===== src/rtl/core/wlmf_pkg.sv =====
// shared types and constants for the windowed local minimum finder
package wlmf_pkg;

  localparam int MAX_BEFORE_DEF = 7;
  localparam int MAX_AFTER_DEF  = 7;
  localparam int MAX_LENGTH_DEF = 65536;

  localparam int SAMPLE_W  = 30;
  localparam int POS_W     = 17;
  localparam int CFG_W     = 3;
  localparam int CFG_IDX_W = 1;

  typedef enum logic [CFG_IDX_W-1:0] {
    REG_BEFORE = 1'b0,
    REG_AFTER  = 1'b1
  } cfg_reg_t;

  typedef struct packed {
    logic [SAMPLE_W-1:0] sample;
    logic                last;
  } in_item_t;

  typedef struct packed {
    logic             found;
    logic [POS_W-1:0] position;
  } out_item_t;

endpackage


===== src/rtl/core/wlmf_window.sv =====
// sample window shift register, newest sample at age 0
module wlmf_window #(
  parameter int DEPTH = 15
) (
  input  logic                          clk,
  input  logic                          load,
  input  logic                          shift,
  input  logic [wlmf_pkg::SAMPLE_W-1:0] sample,
  output logic [wlmf_pkg::SAMPLE_W-1:0] view [DEPTH]
);
  import wlmf_pkg::*;

  logic [SAMPLE_W-1:0] win_r [DEPTH];

  // view is the window as it stands once the current sample is in
  always_comb begin
    view[0] = shift ? sample : win_r[0];
    for (int i = 1; i < DEPTH; i++) begin
      view[i] = shift ? win_r[i-1] : win_r[i];
    end
  end

  always_ff @(posedge clk) begin
    if (load) begin
      for (int i = 0; i < DEPTH; i++) begin
        win_r[i] <= view[i];
      end
    end
  end

endmodule


===== src/rtl/core/wlmf_judge.sv =====
// parallel minimum test of every candidate age, oldest qualifying candidate wins
module wlmf_judge #(
  parameter int MAX_BEFORE = wlmf_pkg::MAX_BEFORE_DEF,
  parameter int MAX_AFTER  = wlmf_pkg::MAX_AFTER_DEF,
  localparam int DEPTH = MAX_BEFORE + MAX_AFTER + 1,
  localparam int BW_W  = $clog2(MAX_BEFORE + 1),
  localparam int AGE_W = $clog2(MAX_AFTER + 1)
) (
  input  logic [wlmf_pkg::SAMPLE_W-1:0] view [DEPTH],
  input  logic [MAX_AFTER:0]            cand,
  input  logic [DEPTH-1:0]              avail,
  input  logic [BW_W-1:0]               bw,
  output logic                          hit,
  output logic [AGE_W-1:0]              age
);
  import wlmf_pkg::*;

  logic [MAX_AFTER:0] qual;

  always_comb begin
    for (int k = 0; k <= MAX_AFTER; k++) begin
      qual[k] = cand[k];
      for (int a = 0; a < DEPTH; a++) begin
        // newer samples: all of them up to the candidate
        if (a < k) begin
          if (view[a] <= view[k]) qual[k] = 1'b0;
        end else if (a > k && a <= k + int'(bw) && avail[a]) begin
          // older samples inside the before window and inside the sequence
          if (view[a] <= view[k]) qual[k] = 1'b0;
        end
      end
    end
  end

  // the oldest candidate is the lowest position
  always_comb begin
    hit = 1'b0;
    age = '0;
    for (int k = 0; k <= MAX_AFTER; k++) begin
      if (qual[k]) begin
        hit = 1'b1;
        age = AGE_W'(k);
      end
    end
  end

endmodule


===== src/rtl/core/windowed_local_minimum_finder.sv =====
// Windowed local minimum finder: accepts one sample per cycle and reports, once per
// sequence, the first position whose sample is strictly below the before_window
// earlier and after_window later samples (windows clipped at the sequence ends),
// or found=0 on the last sample. An accepted sample is held in the input
// register, is judged there against the whole window by parallel comparators and
// leaves its result in the output register, so the sustained rate is one sample
// per cycle; a stalled output register stops intake.
module windowed_local_minimum_finder #(
  parameter int MAX_BEFORE = wlmf_pkg::MAX_BEFORE_DEF,
  parameter int MAX_AFTER  = wlmf_pkg::MAX_AFTER_DEF,
  parameter int MAX_LENGTH = wlmf_pkg::MAX_LENGTH_DEF
) (
  input  logic                           clk,
  input  logic                           rst_n,
  input  logic                           in_valid,
  output logic                           in_stall,
  input  wlmf_pkg::in_item_t             in_data,
  output logic                           out_valid,
  input  logic                           out_stall,
  output wlmf_pkg::out_item_t            out_data,
  input  logic                           cfg_we,
  input  logic [wlmf_pkg::CFG_IDX_W-1:0] cfg_index,
  input  logic [wlmf_pkg::CFG_W-1:0]     cfg_wdata
);
  import wlmf_pkg::*;

  localparam int DEPTH = MAX_BEFORE + MAX_AFTER + 1;
  localparam int BW_W  = $clog2(MAX_BEFORE + 1);
  localparam int AGE_W = $clog2(MAX_AFTER + 1);
  localparam int CNT_W = $clog2(MAX_LENGTH + 1);

  logic [CFG_W-1:0] before_r, after_r;
  logic             s1_valid_r;
  in_item_t         s1_item_r;
  logic [CNT_W-1:0] count_r, count_nxt;
  logic             answered_r, answered_nxt;
  logic             out_valid_r;
  out_item_t        out_data_r;

  logic                adv, fire, room, judge_en, emit;
  logic [SAMPLE_W-1:0] view [DEPTH];
  logic [CNT_W-1:0]    newest, pos_full;
  logic [MAX_AFTER:0]  cand;
  logic [DEPTH-1:0]    avail;
  logic [BW_W-1:0]     bw_eff;
  int                  aw_i;
  logic                hit;
  logic [AGE_W-1:0]    age;
  out_item_t           result;

  // config registers
  always_ff @(posedge clk) begin
    if (!rst_n) begin
      before_r <= '0;
      after_r  <= '0;
    end else if (cfg_we) begin
      unique case (cfg_reg_t'(cfg_index))
        REG_BEFORE: before_r <= cfg_wdata;
        REG_AFTER:  after_r  <= cfg_wdata;
        default: ;
      endcase
    end
  end

  always_comb begin
    bw_eff = (int'(before_r) > MAX_BEFORE) ? BW_W'(MAX_BEFORE) : BW_W'(before_r);
    aw_i   = (int'(after_r) > MAX_AFTER) ? MAX_AFTER : int'(after_r);
  end

  // handshake: the input register moves on whenever the output register can take a result
  assign adv      = !out_valid_r || !out_stall;
  assign fire     = s1_valid_r && adv;
  assign in_stall = s1_valid_r && !adv;

  always_ff @(posedge clk) begin
    if (!rst_n) begin
      s1_valid_r <= 1'b0;
    end else if (!in_stall) begin
      s1_valid_r <= in_valid;
    end
  end

  always_ff @(posedge clk) begin
    if (in_valid && !in_stall) begin
      s1_item_r <= in_data;
    end
  end

  // room: sequence still below the length limit, so the sample is stored
  assign room     = count_r < CNT_W'(MAX_LENGTH);
  assign judge_en = fire && !answered_r;
  assign newest   = room ? count_r : count_r - CNT_W'(1);

  wlmf_window #(.DEPTH(DEPTH)) u_window (
    .clk    (clk),
    .load   (judge_en && room),
    .shift  (room),
    .sample (s1_item_r.sample),
    .view   (view)
  );

  always_comb begin
    for (int a = 0; a < DEPTH; a++) begin
      avail[a] = CNT_W'(a) <= newest;
    end
    for (int k = 0; k <= MAX_AFTER; k++) begin
      if (room && !s1_item_r.last) begin
        cand[k] = (k == aw_i) && avail[k];
      end else if (room) begin
        cand[k] = (k <= aw_i) && avail[k];
      end else begin
        // past the length limit only the last mark flushes what is still pending
        cand[k] = s1_item_r.last && (k < aw_i) && avail[k];
      end
    end
  end

  wlmf_judge #(.MAX_BEFORE(MAX_BEFORE), .MAX_AFTER(MAX_AFTER)) u_judge (
    .view  (view),
    .cand  (cand),
    .avail (avail),
    .bw    (bw_eff),
    .hit   (hit),
    .age   (age)
  );

  assign pos_full = newest - CNT_W'(age) + CNT_W'(1);
  assign emit     = judge_en && (hit || s1_item_r.last);

  always_comb begin
    result.found    = hit;
    result.position = hit ? POS_W'(pos_full) : '0;
  end

  // sequence bookkeeping
  always_comb begin
    count_nxt    = count_r;
    answered_nxt = answered_r;
    if (fire) begin
      if (s1_item_r.last) begin
        count_nxt    = '0;
        answered_nxt = 1'b0;
      end else if (!answered_r) begin
        if (room) count_nxt = count_r + CNT_W'(1);
        if (hit) answered_nxt = 1'b1;
      end
    end
  end

  always_ff @(posedge clk) begin
    if (!rst_n) begin
      count_r    <= '0;
      answered_r <= 1'b0;
    end else begin
      count_r    <= count_nxt;
      answered_r <= answered_nxt;
    end
  end

  // output register
  always_ff @(posedge clk) begin
    if (!rst_n) begin
      out_valid_r <= 1'b0;
    end else if (emit) begin
      out_valid_r <= 1'b1;
    end else if (!out_stall) begin
      out_valid_r <= 1'b0;
    end
  end

  always_ff @(posedge clk) begin
    if (emit) begin
      out_data_r <= result;
    end
  end

  assign out_valid = out_valid_r;
  assign out_data  = out_data_r;

endmodule


===== config.mk =====
export PLATFORM = sky130hd
export DESIGN_NAME = windowed_local_minimum_finder
export DESIGN_NICKNAME = d
export VERILOG_FILES = /design/src/rtl/core/wlmf_pkg.sv /design/src/rtl/core/wlmf_window.sv /design/src/rtl/core/wlmf_judge.sv /design/src/rtl/core/windowed_local_minimum_finder.sv
export SDC_FILE = /design/constraint.sdc
export NUM_CORES = 2
export LEC_CHECK = 0
export BUFFER_PORTS_ARGS = -buffer_cell sky130_fd_sc_hd__buf_2
export CAP_MARGIN = 0
export CELL_PAD_IN_SITES_DETAIL_PLACEMENT = 0
export CELL_PAD_IN_SITES_GLOBAL_PLACEMENT = 1
export CORE_MARGIN = 1
export CORE_UTILIZATION = 30
export CTS_BUF_LIST = sky130_fd_sc_hd__clkbuf_8
export CTS_CLUSTER_SIZE = 20
export DETAILED_ROUTE_END_ITERATION = 8
export PLACE_DENSITY = 0.55
export SLEW_MARGIN = 15
export SYNTH_ARGS = -nofsm -noshare
export SYNTH_HDL_FRONTEND = slang
export SYNTH_SLANG_ARGS = --single-unit

===== constraint.sdc =====
create_clock -name clk -period 33.3 [get_ports clk]
set_input_delay 3.33 -clock clk [delete_from_list [all_inputs] [get_ports clk]]
set_output_delay 3.33 -clock clk [all_outputs]
set_load 0.005 [all_outputs]

==> impl_results.md <==
- Outcome: complete, but fails checks
- Failing checks: max-capacitance violations, max-slew violations
- LEAKAGE: 0.0372 uW
- Cell Area, Synth: 74,300 sq um
- Slew HR: -0.631%
- M2 GR Usage: 56.7%
- Worst Skew: 0.108 ns
- H-tree Lvls: 3
- Clock buffer depth: 3
- Hold_sp: s1_valid_r
- Met1 Use GR: 53.0%
- Crit path arrival time: 11.95 ns
- Port-buffer cells: 59
- Initial Utilization: 30.2%
- HP Class: flop to flop
- Die width: 500 um
- Slew Limit Fails: 3
- Syn Inst Count: 7,773
- Clock root cell: clkbuf_8
- Fillcell total: 25,017
- FF+latch count, synth: 525
- Element type at the critical path end: flop
- CTS tree: yes
- R2R cell count: 32
- Period utilization: 33.8%
- CP Launch Type: flop
- Worst Setup SP: count_r[16]
- Max-Cap Viols: 2
- Setup Buffers After CTS: 0
- Min cycle time layout: 11.27 ns
- CTS Buf Count: 114
- Critical path type: flop to flop
- Largest net degree at the start of global routing: 148
- Wirelength per Cell: 43.2 um
- Top-area cell type share of the netlist area: 38.8%
- Unrepaired setup endpoints after global routing: false
- Via-to-Cell Ratio: 6.37
- GRT overflow: 0
- Core ar.: 246,000 sq um
- Vias in the first global route: 68,545
- Number of synthesized flops with an enable pin: 499
- Worst EP required: 33.98 ns
- Tot Pwr: 2550 uW
- Maximum VDD drop: 32.5 uV
- Async set or reset register ratio after synthesis: 0%
- CTS Hold Bufs: 0
- GP Congestion: 1.08
- Die area: 250,000 sq um
- Ys flop type: edfxtp_1
- Synth Net Count: 10,118
- Skew-Pair Late Insertion Delay: 0.98 ns
- Fraction of layout cells with a size suffix above 1: 12.2%
- DRT Wirelength: 504,000 um
- Synth area leader: ha_1
- Met3 usage in global routing: 8.59%
- Hold Fails Final Rpt: 0
- Die height: 500 um
- Dpl hpwl: 408,000 um
- Cell Rows: 182
- DRC viols: 0
- CP max stage delay: 0.91 ns
- I/O Pins: 60
- Final ANT Viol Nets: 0
- Crit Path Max Fanout: 88
- Cell mode on critical path: a21oi_1
- Worst hold stages: 4
- Final net count: 10,580
- Worst Max-Slew Pin Slew: 1.50 ns
- Seq/Total Area, Yosys: 20.9%
- Area added between synthesis and finish: 13.6%
- First-iteration detailed-routing DRC count: 9,620
- Syn avg cell area: 9.56 sq um
- Crit-path slowest cell: dfxtp_4
- Dominant cells by area after synthesis: ha_1 (39%), edfxtp_1 (20%), a21oi_1 (5.0%), nand4_1 (3.5%), mux2i_1 (3.4%)
- Vias: 74,246
- GRT Util Overall: 39.2%
- Sink Count: 525
- Synth unique cells: 105
- Yosys Warn Count: 0
- R2R Path Start: count_r[16]
- Clock transition at the registers of the reported paths: 0.06 ns
- Final setup vio count: 0
- DRT Pass-1 Iters: 6
- Setup tns final: 0 ns
- Initial antenna violation count: 95
- CTS resizes: 0
- Max Fclk: 88.7 MHz
- GR peak layer: met2
- First-pass GRT wire length: 651,000 um
- P per Cell Area: 30.2 nW/um^2
[cell usage in the layout, fill, tap and decap left out, types with 241 or more instances in the layout]
cell / Yosys / layout
a21oi_1: 744 / 742
buf_4: 2 / 360
edfxtp_1: 499 / 499
ha_1: 2304 / 2304
inv_1: 395 / 419
nand2_1: 421 / 421
nand3_1: 241 / 241
nand4_1: 411 / 411
nor2_1: 339 / 339
o21ai_0: 384 / 369
[state kept, by name, summed over array words and instances, names as in the netlist, 3 cells and up]
signal	cells
after_r	3
before_r	3
s1_item_r	31
u_window.win_r	450
count_r	17
out_data	18
[cell families (layout without fill, tap and decap cells)]
group	after synthesis	count (layout)	synth area share, %
AO/OA/AOI/OAI	1984	1984	16.8
XOR/XNOR	35	35	0.423
adder cells (fa/ha/maj)	2305	2305	38.8
buffers and inverters	478	1034	2.47
flip-flops	525	525	20.9
multiplexers	460	460	6.54
other	0	22	0
AND/OR/NAND/NOR	1986	1986	14.0
[routing by layer]
layer / vias to the layer above / wire (um) / part of all wire, %
met5: - / 128 / 0.025
met4: 18 / 35100 / 7.0
met3: 938 / 48000 / 9.5
met2: 4215 / 204000 / 41
met1: 37277 / 216000 / 43
li1: 31798 / - / -
[power breakdown]
part | switching (uW) | internal, uW | leakage, uW | total, uW
combinational | 682 | 293 | 0.0310 | 975
clock | 384 | 399 | 0.00127 | 782
sequential | 31.5 | 765 | 0.00488 | 796
[synth_stat cells (all sizes together), types with 19 or more instances]
master / n
a21oi: 747
dfxtp: 26
a221oi: 52
inv: 397
nand2b: 60
o31ai: 36
nand3: 241
a221o: 23
buf: 30
nor3: 126
nand2: 421
xor2: 19
o211ai: 70
or4: 20
clkbuf: 51
a2111oi: 36
nor2b: 88
o21a: 52
and4: 52
a211oi: 122
nor4: 81
a21boi: 24
and3: 39
ha: 2304
mux2: 205
a21o: 226
mux2i: 255
or3: 24
nand4: 412
o21ai: 391
nor2: 349
edfxtp: 499
a211o: 36
o21bai: 19
a31oi: 23
[stage by stage]
step	instances	util (%)	setup slack, ns	hold slack (ns)	area [sq um]
6_report	11663	34.3	22.03	0.579	84400
5_1_grt	11647	34.3	21.77	0.621	84400
4_1_cts	11641	34.3	22.44	0.552	84300
3_5_place_dp	11431	33.3	22.42	0.583	82000
3_3_place_gp	11425	33.3	22.06	0.566	81900
2_1_floorplan	7773	-	11.49	0.490	74300
[worst paths after layout]
kind	to	slack [ns]
hold / removal	out_valid	0.58
hold reg to reg	out_valid	0.58
setup / recovery	out_data[15]	22.03
setup reg to reg	out_data[15]	22.03
[final cells by class]
cell class / instances / area (sq um) / area share (%)
well taps: 3312 / 4140 / 4.91
flip-flops and latches: 525 / 15500 / 18.4
inverters: 397 / 1490 / 1.77
diodes: 22 / 55.1 / 0.0652
repair buffers: 427 / 3140 / 3.72
clock buffers: 119 / 1640 / 1.94
multi-input cells: 6770 / 57800 / 68.4
clock inverters: 91 / 691 / 0.818
[worst max-delay path: cells and delay by family (launching register included)]
kind	cells	cell delay, ns
compound gates	13	3.07
buf+inv	5	2.55
mux	1	0.27
xor+xnor	1	0.15
fa+ha+maj	4	1.25
simple gates	8	2.50
flops	1	0.91
(Power assumes the default switching activity.)
